[config.mk]
export PLATFORM = sky130hd
export DESIGN_NAME = eeprom_page_write_sequencer_flat
export DESIGN_NICKNAME = d
export VERILOG_FILES = /design/src/hdl/epws_pkg.sv /design/src/hdl/epws_cmd_if.sv /design/src/hdl/epws_rsp_if.sv /design/src/hdl/epws_step.sv /design/src/hdl/eeprom_page_write_sequencer.sv /design/src/flat_wrapper.sv
export VERILOG_INCLUDE_DIRS = /design/src /design/src/hdl
export SDC_FILE = /design/constraint.sdc
export NUM_CORES = 1
export LEC_CHECK = 0
export BUFFER_PORTS_ARGS = -buffer_cell sky130_fd_sc_hd__buf_4
export CAP_MARGIN = 0
export CORE_AREA = 2 2 121 123
export CTS_BUF_LIST = sky130_fd_sc_hd__clkbuf_4 sky130_fd_sc_hd__clkbuf_8
export DETAILED_ROUTE_END_ITERATION = 8
export DIE_AREA = 0 0 123 125
export GPL_TIMING_DRIVEN = 0
export PLACE_DENSITY = 0.92
export SKIP_LAST_GASP = 1
export SYNTH_ARGS = -nofsm -noshare
export SYNTH_HDL_FRONTEND = slang
export SYNTH_SLANG_ARGS = --single-unit
[constraint.sdc]
create_clock -name clk_i -period 7.4 [get_ports clk_i]
set_clock_uncertainty 0.2 [all_clocks]
set_input_delay 1.11 -clock clk_i [delete_from_list [all_inputs] [get_ports clk_i]]
set_output_delay 1.11 -clock clk_i [all_outputs]
set_load 0.01 [all_outputs]
[src/hdl/eeprom_page_write_sequencer_defines.svh]
// Assertion macros for the EEPROM page write sequencer.
// Used by the top level; each macro expects clk_i and rst_ni in scope.
`ifndef EEPROM_PAGE_WRITE_SEQUENCER_DEFINES_SVH
`define EEPROM_PAGE_WRITE_SEQUENCER_DEFINES_SVH

// The consequent must hold in the same cycle as the antecedent.
`define EPWS_ASSERT_SAME(label, ante, cons) \
  label: assert property (@(posedge clk_i) disable iff (!rst_ni) (ante) |-> (cons)) \
    else $error("EPWS same-cycle check failed");

// The consequent must hold in the cycle after the antecedent.
`define EPWS_ASSERT_NEXT(label, ante, cons) \
  label: assert property (@(posedge clk_i) disable iff (!rst_ni) (ante) |=> (cons)) \
    else $error("EPWS next-cycle check failed");

`endif

[src/hdl/epws_pkg.sv]
// Package of the EEPROM page write sequencer: codes, widths and payload types.
// No dependencies; used by the interfaces and all modules.
`default_nettype none

package epws_pkg;

  // Page geometry of the device.
  localparam int unsigned PageBytes = 64;
  localparam int unsigned PageAw    = $clog2(PageBytes);
  localparam int unsigned RoomW     = PageAw + 1;

  // Highest address that a write request may start at.
  localparam logic [15:0] MaxWriteAddr = 16'h7FFF;

  // Item commands.
  localparam logic [1:0] CmdRead  = 2'd0;
  localparam logic [1:0] CmdWrite = 2'd1;
  localparam logic [1:0] CmdDone  = 2'd2;
  localparam logic [1:0] CmdTick  = 2'd3;

  // Bus transaction kinds.
  localparam logic [1:0] LaunchNone  = 2'd0;
  localparam logic [1:0] LaunchRead  = 2'd1;
  localparam logic [1:0] LaunchWrite = 2'd2;
  localparam logic [1:0] LaunchPoll  = 2'd3;

  // Sequencer modes.
  localparam logic [2:0] ModeStopped = 3'd0;
  localparam logic [2:0] ModeReading = 3'd1;
  localparam logic [2:0] ModeWriting = 3'd2;
  localparam logic [2:0] ModeWaitAck = 3'd3;
  localparam logic [2:0] ModeFailed  = 3'd4;

  typedef struct packed {
    logic [1:0]  command;
    logic [15:0] address;
    logic [15:0] size;
    logic        has_callback;
    logic        trx_ok;
    logic        bus_accepts;
  } epws_cmd_t;

  typedef struct packed {
    logic        accepted;
    logic [1:0]  launch;
    logic [15:0] launch_address;
    logic [15:0] launch_length;
    logic [15:0] buffer_offset;
    logic        notify;
    logic [2:0]  mode_out;
  } epws_rsp_t;

endpackage

`default_nettype wire

[src/hdl/epws_cmd_if.sv]
// Valid/ready channel that carries one command item per transfer.
// Depends on epws_pkg for the payload type.
`default_nettype none

interface epws_cmd_if;
  logic                 valid;
  logic                 ready;
  epws_pkg::epws_cmd_t  payload;

  modport source (output valid, output payload, input ready);
  modport sink   (input valid, input payload, output ready);
endinterface

`default_nettype wire

[src/hdl/epws_rsp_if.sv]
// Valid/ready channel that carries one result item per transfer.
// Depends on epws_pkg for the payload type.
`default_nettype none

interface epws_rsp_if;
  logic                 valid;
  logic                 ready;
  epws_pkg::epws_rsp_t  payload;

  modport source (output valid, output payload, input ready);
  modport sink   (input valid, input payload, output ready);
endinterface

`default_nettype wire

[src/hdl/epws_step.sv]
// Sequencer state and the combinational step logic for one command item.
// Depends on epws_pkg; instantiated by eeprom_page_write_sequencer.
`default_nettype none

module epws_step (
  input  wire logic                 clk_i,
  input  wire logic                 rst_ni,
  input  wire logic                 step_en_i,
  input  wire epws_pkg::epws_cmd_t  item_i,
  output epws_pkg::epws_rsp_t       res_o
);

  logic [2:0]  mode_q, mode_d;
  logic [15:0] waddr_q, waddr_d;
  logic [15:0] left_q, left_d;
  logic [15:0] woff_q, woff_d;
  logic        armed_q, armed_d;

  logic        do_chunk;
  logic        chunk_ok;
  logic [15:0] src_addr;
  logic [15:0] src_left;
  logic [15:0] src_off;
  logic        src_armed;
  logic [epws_pkg::RoomW-1:0] room;
  logic [15:0] chunk_len;
  logic        is_write;

  // A write request starts the chunk from the request fields, a
  // completion in waiting-ack mode from the stored job.
  assign is_write  = (item_i.command == epws_pkg::CmdWrite);
  assign src_addr  = is_write ? item_i.address : waddr_q;
  assign src_left  = is_write ? item_i.size : left_q;
  assign src_off   = is_write ? 16'd0 : woff_q;
  assign src_armed = is_write ? item_i.has_callback : armed_q;

  // A chunk ends at the page boundary or with the job, whichever comes first.
  assign room = epws_pkg::RoomW'(epws_pkg::PageBytes)
              - epws_pkg::RoomW'(src_addr[epws_pkg::PageAw-1:0]);
  assign chunk_len = (src_left < 16'(room)) ? src_left : 16'(room);

  // Next state and result of the current item.
  always_comb begin
    mode_d   = mode_q;
    waddr_d  = waddr_q;
    left_d   = left_q;
    woff_d   = woff_q;
    armed_d  = armed_q;
    do_chunk = 1'b0;
    chunk_ok = 1'b0;
    res_o    = '0;

    unique case (item_i.command)
      epws_pkg::CmdRead: begin
        if (mode_q == epws_pkg::ModeStopped) begin
          armed_d              = item_i.has_callback;
          res_o.launch         = epws_pkg::LaunchRead;
          res_o.launch_address = item_i.address;
          res_o.launch_length  = item_i.size;
          if (item_i.bus_accepts) begin
            res_o.accepted = 1'b1;
            mode_d         = epws_pkg::ModeReading;
          end
        end
      end
      epws_pkg::CmdWrite: begin
        if (mode_q == epws_pkg::ModeStopped && item_i.address <= epws_pkg::MaxWriteAddr) begin
          waddr_d  = item_i.address;
          left_d   = item_i.size;
          woff_d   = '0;
          armed_d  = item_i.has_callback;
          do_chunk = 1'b1;
        end
      end
      epws_pkg::CmdDone: begin
        if (!item_i.trx_ok) begin
          if (mode_q != epws_pkg::ModeWaitAck) begin
            mode_d       = epws_pkg::ModeFailed;
            res_o.notify = armed_q;
            armed_d      = 1'b0;
          end
        end else begin
          case (mode_q)
            epws_pkg::ModeReading: begin
              res_o.notify = armed_q;
              armed_d      = 1'b0;
              mode_d       = epws_pkg::ModeStopped;
            end
            epws_pkg::ModeWriting: mode_d = epws_pkg::ModeWaitAck;
            epws_pkg::ModeWaitAck: do_chunk = 1'b1;
            epws_pkg::ModeFailed:  mode_d = epws_pkg::ModeStopped;
            default:               mode_d = epws_pkg::ModeFailed;
          endcase
        end
      end
      default: begin
        if (mode_q == epws_pkg::ModeWaitAck || mode_q == epws_pkg::ModeFailed) begin
          res_o.launch = epws_pkg::LaunchPoll;
        end
      end
    endcase

    // Issue the next page chunk, or finish when nothing is left.
    if (do_chunk) begin
      if (src_left == 16'd0) begin
        mode_d       = epws_pkg::ModeStopped;
        res_o.notify = src_armed;
        armed_d      = 1'b0;
        chunk_ok     = 1'b1;
      end else begin
        res_o.launch         = epws_pkg::LaunchWrite;
        res_o.launch_address = src_addr;
        res_o.launch_length  = chunk_len;
        res_o.buffer_offset  = src_off;
        if (item_i.bus_accepts) begin
          mode_d   = epws_pkg::ModeWriting;
          left_d   = src_left - chunk_len;
          waddr_d  = src_addr + chunk_len;
          woff_d   = src_off + chunk_len;
          chunk_ok = 1'b1;
        end else begin
          mode_d = epws_pkg::ModeFailed;
        end
      end
    end

    if (is_write) begin
      res_o.accepted = chunk_ok;
    end
    res_o.mode_out = mode_d;
  end

  // State registers advance once per item.
  always_ff @(posedge clk_i or negedge rst_ni) begin
    if (!rst_ni) begin
      mode_q  <= epws_pkg::ModeStopped;
      waddr_q <= '0;
      left_q  <= '0;
      woff_q  <= '0;
      armed_q <= 1'b0;
    end else if (step_en_i) begin
      mode_q  <= mode_d;
      waddr_q <= waddr_d;
      left_q  <= left_d;
      woff_q  <= woff_d;
      armed_q <= armed_d;
    end
  end

endmodule

`default_nettype wire

[src/hdl/eeprom_page_write_sequencer.sv]
// EEPROM page write sequencer: how to use it.
// cmd_i takes one item per transfer: a read request, a write request, a bus
// completion or a service tick, with the bus acceptance flag for any
// transaction launched by that item. rsp_o gives exactly one result per
// item: request status, the launched transaction (read, page write chunk or
// acknowledge poll) with its address, length and buffer offset, the caller
// notification and the mode after the item.
// A cmd_i item first lands in the input register; the step logic then
// writes the result register and updates the sequencer state in the same
// edge. One item is stepped per cycle while rsp_o takes results; the
// single step stage is the only path that sets this rate. cmd_i stays
// ready while the input register is empty or moves on, so an item is
// taken while a finished result waits.
// When rsp_o stalls, the result register holds, the input register holds
// its item and cmd_i drops ready once both are full; nothing is lost.
// Reset clears the mode to stopped, the job counters, the pending
// notification and both valid flags; the block is usable right after reset.
`default_nettype none
`include "eeprom_page_write_sequencer_defines.svh"

module eeprom_page_write_sequencer (
  input  wire logic  clk_i,
  input  wire logic  rst_ni,
  epws_cmd_if.sink   cmd_i,
  epws_rsp_if.source rsp_o
);

  logic                 in_valid_q;
  epws_pkg::epws_cmd_t  in_item_q;
  logic                 out_valid_q;
  epws_pkg::epws_rsp_t  out_item_q;
  epws_pkg::epws_rsp_t  step_res;
  logic                 advance;
  logic [16:0]          chunk_end;

  // The step stage fires when it holds an item and the result slot frees up.
  assign advance     = in_valid_q && (!out_valid_q || rsp_o.ready);
  assign cmd_i.ready = !in_valid_q || advance;

  assign rsp_o.valid   = out_valid_q;
  assign rsp_o.payload = out_item_q;

  // Input register.
  always_ff @(posedge clk_i or negedge rst_ni) begin
    if (!rst_ni) begin
      in_valid_q <= 1'b0;
    end else if (cmd_i.ready) begin
      in_valid_q <= cmd_i.valid;
    end
  end

  always_ff @(posedge clk_i) begin
    if (cmd_i.ready && cmd_i.valid) begin
      in_item_q <= cmd_i.payload;
    end
  end

  // Step logic and sequencer state.
  epws_step u_step (
    .clk_i     (clk_i),
    .rst_ni    (rst_ni),
    .step_en_i (advance),
    .item_i    (in_item_q),
    .res_o     (step_res)
  );

  // Result register.
  always_ff @(posedge clk_i or negedge rst_ni) begin
    if (!rst_ni) begin
      out_valid_q <= 1'b0;
    end else if (advance) begin
      out_valid_q <= 1'b1;
    end else if (rsp_o.ready) begin
      out_valid_q <= 1'b0;
    end
  end

  always_ff @(posedge clk_i) begin
    if (advance) begin
      out_item_q <= step_res;
    end
  end

  // End of a page write chunk relative to its page start.
  assign chunk_end = 17'(out_item_q.launch_address[epws_pkg::PageAw-1:0])
                   + 17'(out_item_q.launch_length);

  // A page write chunk is never empty and never crosses a page.
  `EPWS_ASSERT_SAME(a_chunk_in_page, out_valid_q && out_item_q.launch == epws_pkg::LaunchWrite, out_item_q.launch_length != 16'd0 && chunk_end <= 17'(epws_pkg::PageBytes))
  // A notification only fires when the job has ended.
  `EPWS_ASSERT_SAME(a_notify_at_end, out_valid_q && out_item_q.notify, out_item_q.mode_out == epws_pkg::ModeStopped || out_item_q.mode_out == epws_pkg::ModeFailed)
  // Every step produces a result in the next cycle.
  `EPWS_ASSERT_NEXT(a_step_gives_result, advance, out_valid_q)
  // An accepted write that launched a chunk always leaves the mode at writing.
  `EPWS_ASSERT_SAME(a_write_accept_mode, out_valid_q && out_item_q.accepted && out_item_q.launch == epws_pkg::LaunchWrite, out_item_q.mode_out == epws_pkg::ModeWriting)

endmodule

`default_nettype wire
[src/flat_wrapper.sv]
// flat-port wrapper written by rule: the top's interface ports become plain ports
module eeprom_page_write_sequencer_flat 
  (clk_i, rst_ni, cmd_i_valid, cmd_i_payload, cmd_i_ready, rsp_o_valid, rsp_o_payload, rsp_o_ready);
  epws_cmd_if cmd_i_i ();
  epws_rsp_if rsp_o_i ();
  input  wire logic clk_i;
  input  wire logic rst_ni;
  input wire logic [$bits(cmd_i_i.valid)-1:0] cmd_i_valid;
  input wire logic [$bits(cmd_i_i.payload)-1:0] cmd_i_payload;
  output wire logic [$bits(cmd_i_i.ready)-1:0] cmd_i_ready;
  output wire logic [$bits(rsp_o_i.valid)-1:0] rsp_o_valid;
  output wire logic [$bits(rsp_o_i.payload)-1:0] rsp_o_payload;
  input wire logic [$bits(rsp_o_i.ready)-1:0] rsp_o_ready;
  assign cmd_i_i.valid = cmd_i_valid;
  assign cmd_i_i.payload = cmd_i_payload;
  assign cmd_i_ready = cmd_i_i.ready;
  assign rsp_o_valid = rsp_o_i.valid;
  assign rsp_o_payload = rsp_o_i.payload;
  assign rsp_o_i.ready = rsp_o_ready;
  eeprom_page_write_sequencer u_core (.clk_i(clk_i), .rst_ni(rst_ni), .cmd_i(cmd_i_i), .rsp_o(rsp_o_i));
endmodule
### Word-level counts from Yosys, hierarchy flattened

Cells that the tools add are included.

| word-level totals | value |
|---|---|
| bits in latches | 0 |
| input port bits | 41 |
| RAM bits | 0 |
| register bits after elaboration | 146 |
| memory bits (read-only) | 0 |
| output and inout bits | 57 |
| memories | 0 |
| word-level logic and storage cells | 108 |

| cells by class | value |
|---|---|
| equality and inequality tests | 7 |
| reductions and logical operators | 15 |
| mux-type cells | 59 |
| shift-type cells | 0 |
| divide/modulo/power cells | 0 |
| $mul | 0 |
| magnitude comparators | 2 |
| add/sub/neg operators | 4 |
| bitwise logic cells | 1 |

Operator list:

| cell | count |
|---|---|
| 2-to-1 mux 16 bit | 19 |
| 2-to-1 mux 51 bit | 1 |
| 2-to-1 mux 50 bit | 1 |
| 2-to-1 mux 35 bit | 1 |
| adder 16 bit | 2 |
| 2-to-1 mux 32 bit | 1 |
| 2-to-1 mux 1 bit | 23 |
| 2-to-1 mux 3 bit | 7 |
| less-or-equal comparator 16 x 15 -> 1 bit, second input constant | 1 |
| logical NOT 16 bit | 1 |
| less-than comparator 16 x 7 -> 1 bit | 1 |
| subtractor 16 bit | 1 |
| one-hot mux 3 bit (3 select lines) | 1 |
| subtractor 7 x 6 -> 7 bit, first input constant | 1 |
| equality test 3 x 2 -> 1 bit, second input constant | 2 |
| one-hot mux 3 bit (2 select lines) | 1 |
| OR reduction 2 bit | 3 |
| one-hot mux 2 bit (2 select lines) | 1 |
| equality test 3 x 1 -> 1 bit, second input constant | 1 |
| equality test 3 bit, second input constant | 1 |
| logical AND 1 bit | 3 |
| logical NOT 3 bit | 1 |
| logical OR 1 bit | 3 |
| != test 3 x 2 -> 1 bit, second input constant | 1 |
| other kinds (9) | 10 |

### Logic depth before layout (Yosys ltp)

| logic depth | value |
|---|---|
| word-level depth | 9 |
| gate-level depth with buffers | 28 |
| gate-level depth less buffers | 24 |

### Modules after synthesis

From an unflattened synthesis, not the netlist that was laid out.

| unflattened totals | value |
|---|---|
| cells, all modules | 767 |
| area, all modules | 8505.7 µm² |

Modules (own cells, without submodules):

| module | cells each | instances | area each (µm²) | sequential area each (µm²) |
|---|---|---|---|---|
| epws_step | 667 | 1 | 5639.2 | 1301.2 |
| eeprom_page_write_sequencer | 100 | 1 | 2866.5 | 2812.7 |

### Least setup slack after synthesis

No wires, ideal clock.

| timing | value |
|---|---|
| kind | register -> register |
| start point | reg u_core.in_item_q[36] in the netlist's numbering |
| end point | reg u_core.u_step.woff_q[14] |
| clock period less this slack | 5.602 ns |
| buffers on the path | 4 |
| setup time | 0.128 ns |
| data arrival time | 5.274 ns |
| required time | 7.072 ns |
| slack | 1.798 ns |
| cell stages (with the launch flop) | 26 |
| cell sequence | edfxtp_1 inv_1 ha_1 buf_6 buf_8 buf_6 mux2i_1 nand3_1 or3_1 xnor2_1 ha_1 nand3_1 o311a_1 buf_6 o21ai_0 inv_1 fa_1 a21o_1 a21oi_1 o21ai_0 o41ai_1 o211a_1 a21oi_1 a21oi_1 xor2_1 o21ai_0 |

| on the way | value |
|---|---|
| longest elaborated chain between the ends | 9 |
| elaborated cells on any way between the ends | 15 |
| classes of those cells | add/sub (2); order compare (1); eq/ne (2); mux (9); reduce/logical (1) |

RTL lines:

| item | line | source |
|---|---|---|
| start, declared | eeprom_page_write_sequencer.sv:29 | `epws_pkg::epws_cmd_t in_item_q;` |
| start signal, assigned | eeprom_page_write_sequencer.sv:54 | `in_item_q <= cmd_i.payload;` |
| equality test 2 x 1 -> 1 bit | epws_step.sv:31, epws_step.sv:53 |  |
| 2-to-1 mux 16 bit | epws_step.sv:32 | `assign src_addr = is_write ? item_i.address : waddr_q;` |
| subtractor 7 x 6 -> 7 bit | epws_step.sv:39 | `- epws_pkg::RoomW'(src_addr[epws_pkg::PageAw-1:0]);` |
| less-than comparator 16 x 7 -> 1 bit | epws_step.sv:40 | `assign chunk_len = (src_left < 16'(room)) ? src_left : 16'(room);` |
| 2-to-1 mux 16 bit | epws_step.sv:40 |  |
| adder 16 bit | epws_step.sv:119 | `woff_d = src_off + chunk_len;` |
| 2-to-1 mux 16 bit | epws_step.sv:115 | `if (item_i.bus_accepts) begin` |
| 2-to-1 mux 16 bit | epws_step.sv:105 | `if (src_left == 16'd0) begin` |
| 2-to-1 mux 16 bit (*) | epws_step.sv:104 | `if (do_chunk) begin` |
| end signal, assigned | epws_step.sv:145 | `woff_q <= woff_d;` |
| end, declared | epws_step.sv:16 | `logic [15:0] woff_q, woff_d;` |

Mark *: on every way between the ends. The rest lies on a longest branch, timed or not.
A chain may end at the register's enable or synchronous reset.

### Worst setup path after layout

| timing | value |
|---|---|
| start point | reg u_core.in_item_q[36] in the netlist's numbering |
| end point | reg u_core.u_step.waddr_q[15] |

| on the way | value |
|---|---|
| longest elaborated chain between the ends | 9 |
| elaborated cells on any way between the ends | 14 |
| classes of those cells | add/sub (2); order compare (1); eq/ne (2); mux (8); reduce/logical (1) |

RTL lines:

| item | line | source |
|---|---|---|
| equality test 2 x 1 -> 1 bit | epws_step.sv:31, epws_step.sv:53 |  |
| 2-to-1 mux 16 bit | epws_step.sv:32 |  |
| subtractor 7 x 6 -> 7 bit | epws_step.sv:39 |  |
| less-than comparator 16 x 7 -> 1 bit | epws_step.sv:40 |  |
| 2-to-1 mux 16 bit | epws_step.sv:40 |  |
| adder 16 bit | epws_step.sv:118 | `waddr_d = src_addr + chunk_len;` |
| 2-to-1 mux 16 bit | epws_step.sv:115 |  |
| 2-to-1 mux 16 bit | epws_step.sv:105 |  |
| 2-to-1 mux 16 bit (*) | epws_step.sv:104 |  |
| end signal, assigned | epws_step.sv:143 | `waddr_q <= waddr_d;` |
| end, declared | epws_step.sv:14 | `logic [15:0] waddr_q, waddr_d;` |

Marked as above.

==> results.py <==
metrics = {
    "run_status": {
        "outcome": "complete, no violations",
    },
    "global_routing": {
        "grt_pass1_wl_um": 34300,
        "grt_pass1_vias": 6855,
        "grt_max_degree": 65,
        "grt.total_usage": 0.291,
        "antenna_found_initial": 0,
        "grt.overflow.total": 0,
    },
    "pwr": {
        "peakVddDrop_mv": 0.157,
        "power.leakage_nw": 4.46,
        "power_density_nw_per_um2": 337,
        "power_mw": 3.32,
    },
    "critical_path": {
        "critical-path-top-delay-family": "compound AO/OA/AOI/OAI gates",
        "cp-end-kind": "flip-flop",
        "cp_data_arrival_time_ns": 6.83,
        "critPathKind": "flip-flop to flip-flop",
        "cp_slowest_stage_delay_ns": 0.45,
        "worstSetupStartpointType": "flip-flop",
        "crit_path_max_fanout": 10,
        "required_ns": 7.55,
        "crit_buf_inv": 6,
        "critical_path.slowest_cell": "edfxtp_1",
    },
    "floorplanning": {
        "coreArea_sq_um": 14200,
        "fp.dieW_um": 123,
        "fp.dieH_um": 125,
        "initial_utilization": 0.596,
        "num_rows": 44,
        "ioPinCount": 98,
        "die-area_sq_um": 15400,
    },
    "clock_tree": {
        "ctsHtreeMaxLevel": 4,
        "path_clk_slew_ns": 0.08,
        "cts_buffer_depth": 2,
        "cts_sinks": 146,
        "holdBufCountCts": 0,
        "ctsResizeCount": 0,
        "clock_latency_ns": 0.47,
        "cts_buffers": 17,
        "cts_root_buf": "clkbuf_8",
        "cts_tree": "yes",
        "postCtsSetupRepairBufs": 0,
    },
    "sta": {
        "fmax_mhz": 150,
        "setup_viol": 0,
        "rsz0062_at_grt": "false",
        "holdWs_ns": 0.289,
        "fin_crit_sh": 0.903,
        "slew_headroom": 0.388,
        "setup_ws_ns": 0.717,
        "slew_violations": 0,
        "tns_ns": 0,
        "worstMarginPinSlew_ns": 0.918,
        "period_minus_slack_ns": 6.68,
        "hold_viol": 0,
    },
    "route": {
        "vias": 6819,
        "route.final.wire_length_um": 21700,
        "routedWlPerCell_um": 19.4,
        "dr.pass1.iters": 5,
        "route.detailed.drc": 0,
        "drt-vias-per-instance": 6.11,
        "drt_iter0_markers": 831,
        "ant_nets": 0,
    },
    "synth": {
        "ys_types": 75,
        "ys_seq_elements": 146,
        "ys.flop_type": "edfxtp_1",
        "yosys_warnings": 0,
        "synth_adder_area_share": 0.0780,
        "netlist_instances": 788,
        "synthSimpleGateAreaFrac": 0.144,
        "avgSynthCellArea_sq_um": 10.7,
        "yosysSeqAreaShare": 0.486,
        "synth_top_family_by_area": "compound AO/OA/AOI/OAI gates",
        "async_flop_share": 0.370,
        "synth_compound_area_frac": 0.154,
        "syn-cell-area_sq_um": 8470,
        "synth_mux_area_frac": 0.0516,
        "synth-xor-area-share": 0.0455,
        "synth-edff-count": 92,
    },
    "finish": {
        "diodes": 0,
        "drive_gt1_frac": 0.202,
        "num-nets-final": 1011,
        "fin_util": 0.694,
        "area.growth.synth_to_final_pct": 16.4,
    },
    "min_path": {
        "min_path_type": "flip-flop to flip-flop",
    },
    "placement": {
        "gp_congestion": 0.959,
        "io_buffers": 97,
        "place_hpwl_um": 15500,
        "place_ws_ns": 0.959,
    },
    "run": {
        "maxCapViolCount": 0,
    },
}
where the power goes:
group / total [mW] / internal [mW] / switching, mW
clock: 0.609 / 0.300 / 0.308
sequential: 1.11 / 1.02 / 0.0988
combinational: 1.60 / 0.683 / 0.918
metrics by stage:
stage,instances,cell area [sq um]
after floorplan,803,8520
after global placement,1084,9480
after detailed placement,1084,9490
after CTS,1116,9860
after global routing,1116,9860
final,1116,9860
cell usage in the layout (no fill, tap or decap), types with 13 or more instances in the layout:
cell        n
mux2i_1    20
xor2_1     21
ha_1       48
buf_4     101
a21o_1     21
nor3_1     21
o22ai_1    20
clkbuf_1   13
a21oi_1    52
nand3_1    21
xnor2_1    23
conb_1     16
dfrtp_1    54
and3_1     35
nor2_1     59
nor2b_1    20
edfxtp_1   92
clkbuf_8   17
mux2_2     15
o21ai_0    44
inv_1      31
nand2_1    40
flip-flops by register name, summed over array words and instances, names as in the netlist:
register / cells
u_core.u_step.woff_q: 16
u_core.rsp_o.valid: 1
u_core.in_valid_q: 1
u_core.rsp_o.payload: 55
u_core.u_step.waddr_q: 16
u_core.u_step.mode_q: 3
u_core.in_item_q: 37
u_core.u_step.left_q: 16
u_core.u_step.armed_q: 1
cells in the mapped netlist, types with 5 or more instances:
cell | count | area [sq um]
edfxtp_1 | 92 | 2760
nor2_1 | 59 | 221
dfrtp_1 | 54 | 1350
a21oi_1 | 52 | 260
ha_1 | 48 | 601
o21ai_0 | 44 | 220
nand2_1 | 40 | 150
and3_1 | 35 | 219
inv_1 | 31 | 116
xnor2_1 | 23 | 201
a21o_1 | 21 | 158
nand3_1 | 21 | 105
nor3_1 | 21 | 105
xor2_1 | 21 | 184
mux2i_1 | 20 | 200
nor2b_1 | 20 | 125
o22ai_1 | 20 | 125
mux2_2 | 15 | 169
clkbuf_1 | 14 | 52.6
nand2b_1 | 11 | 68.8
a31oi_1 | 6 | 37.5
buf_6 | 6 | 67.6
o21bai_1 | 6 | 45.0
a22o_1 | 5 | 43.8
buf_2 | 5 | 25.0
nand4_1 | 5 | 31.3
or3_1 | 5 | 31.3
path summary, 6_finish.rpt:
| kind | from | to | slack [ns] | depth (start not counted) |
|---|---|---|---|---|
| min in group asynchronous | rst_ni | u_core.u_step.woff_q[13] | 0.51 | 1 |
| max | u_core.in_item_q[36] | u_core.u_step.waddr_q[15] | 0.72 | 27 |
| max in group asynchronous | rst_ni | u_core.u_step.waddr_q[7] | 6.00 | 1 |
| max reg2reg | u_core.in_item_q[36] | u_core.u_step.waddr_q[15] | 0.72 | 27 |
| min reg2reg | u_core.in_valid_q | u_core.rsp_o.valid | 0.29 | 1 |
| min | u_core.in_valid_q | u_core.rsp_o.valid | 0.29 | 1 |
logic make-up (layout without fill, tap and decap cells):
family                   after synthesis  count (layout)
AO/OA/AOI/OAI                        202             202
XOR/XNOR                              44              44
adder cells (fa/ha/maj)               51              51
buffers and inverters                 69             198
flip-flops                           146             146
multiplexers                          39              39
other                                  1              16
AND/OR/NAND/NOR                      236             236
per-layer routing:
metal,GRT usage,wire (um),part of all wire
met5,0,0,0
met4,0.124,672,0.031
met3,0.0716,2020,0.093
met2,0.467,10400,0.48
met1,0.376,8520,0.39
layout make-up:
class | count | area (sq um)
Clock buffer | 19 | 249
Sequential cell | 146 | 4110
Tap cell | 184 | 230
Timing Repair Buffer | 97 | 728
Buffer | 35 | 215
Fill cell | 989 | 4350
Multi-Input combinational cell | 588 | 4070
Inverter | 34 | 128
Clock inverter | 13 | 121
(Power assumes the default switching activity.)
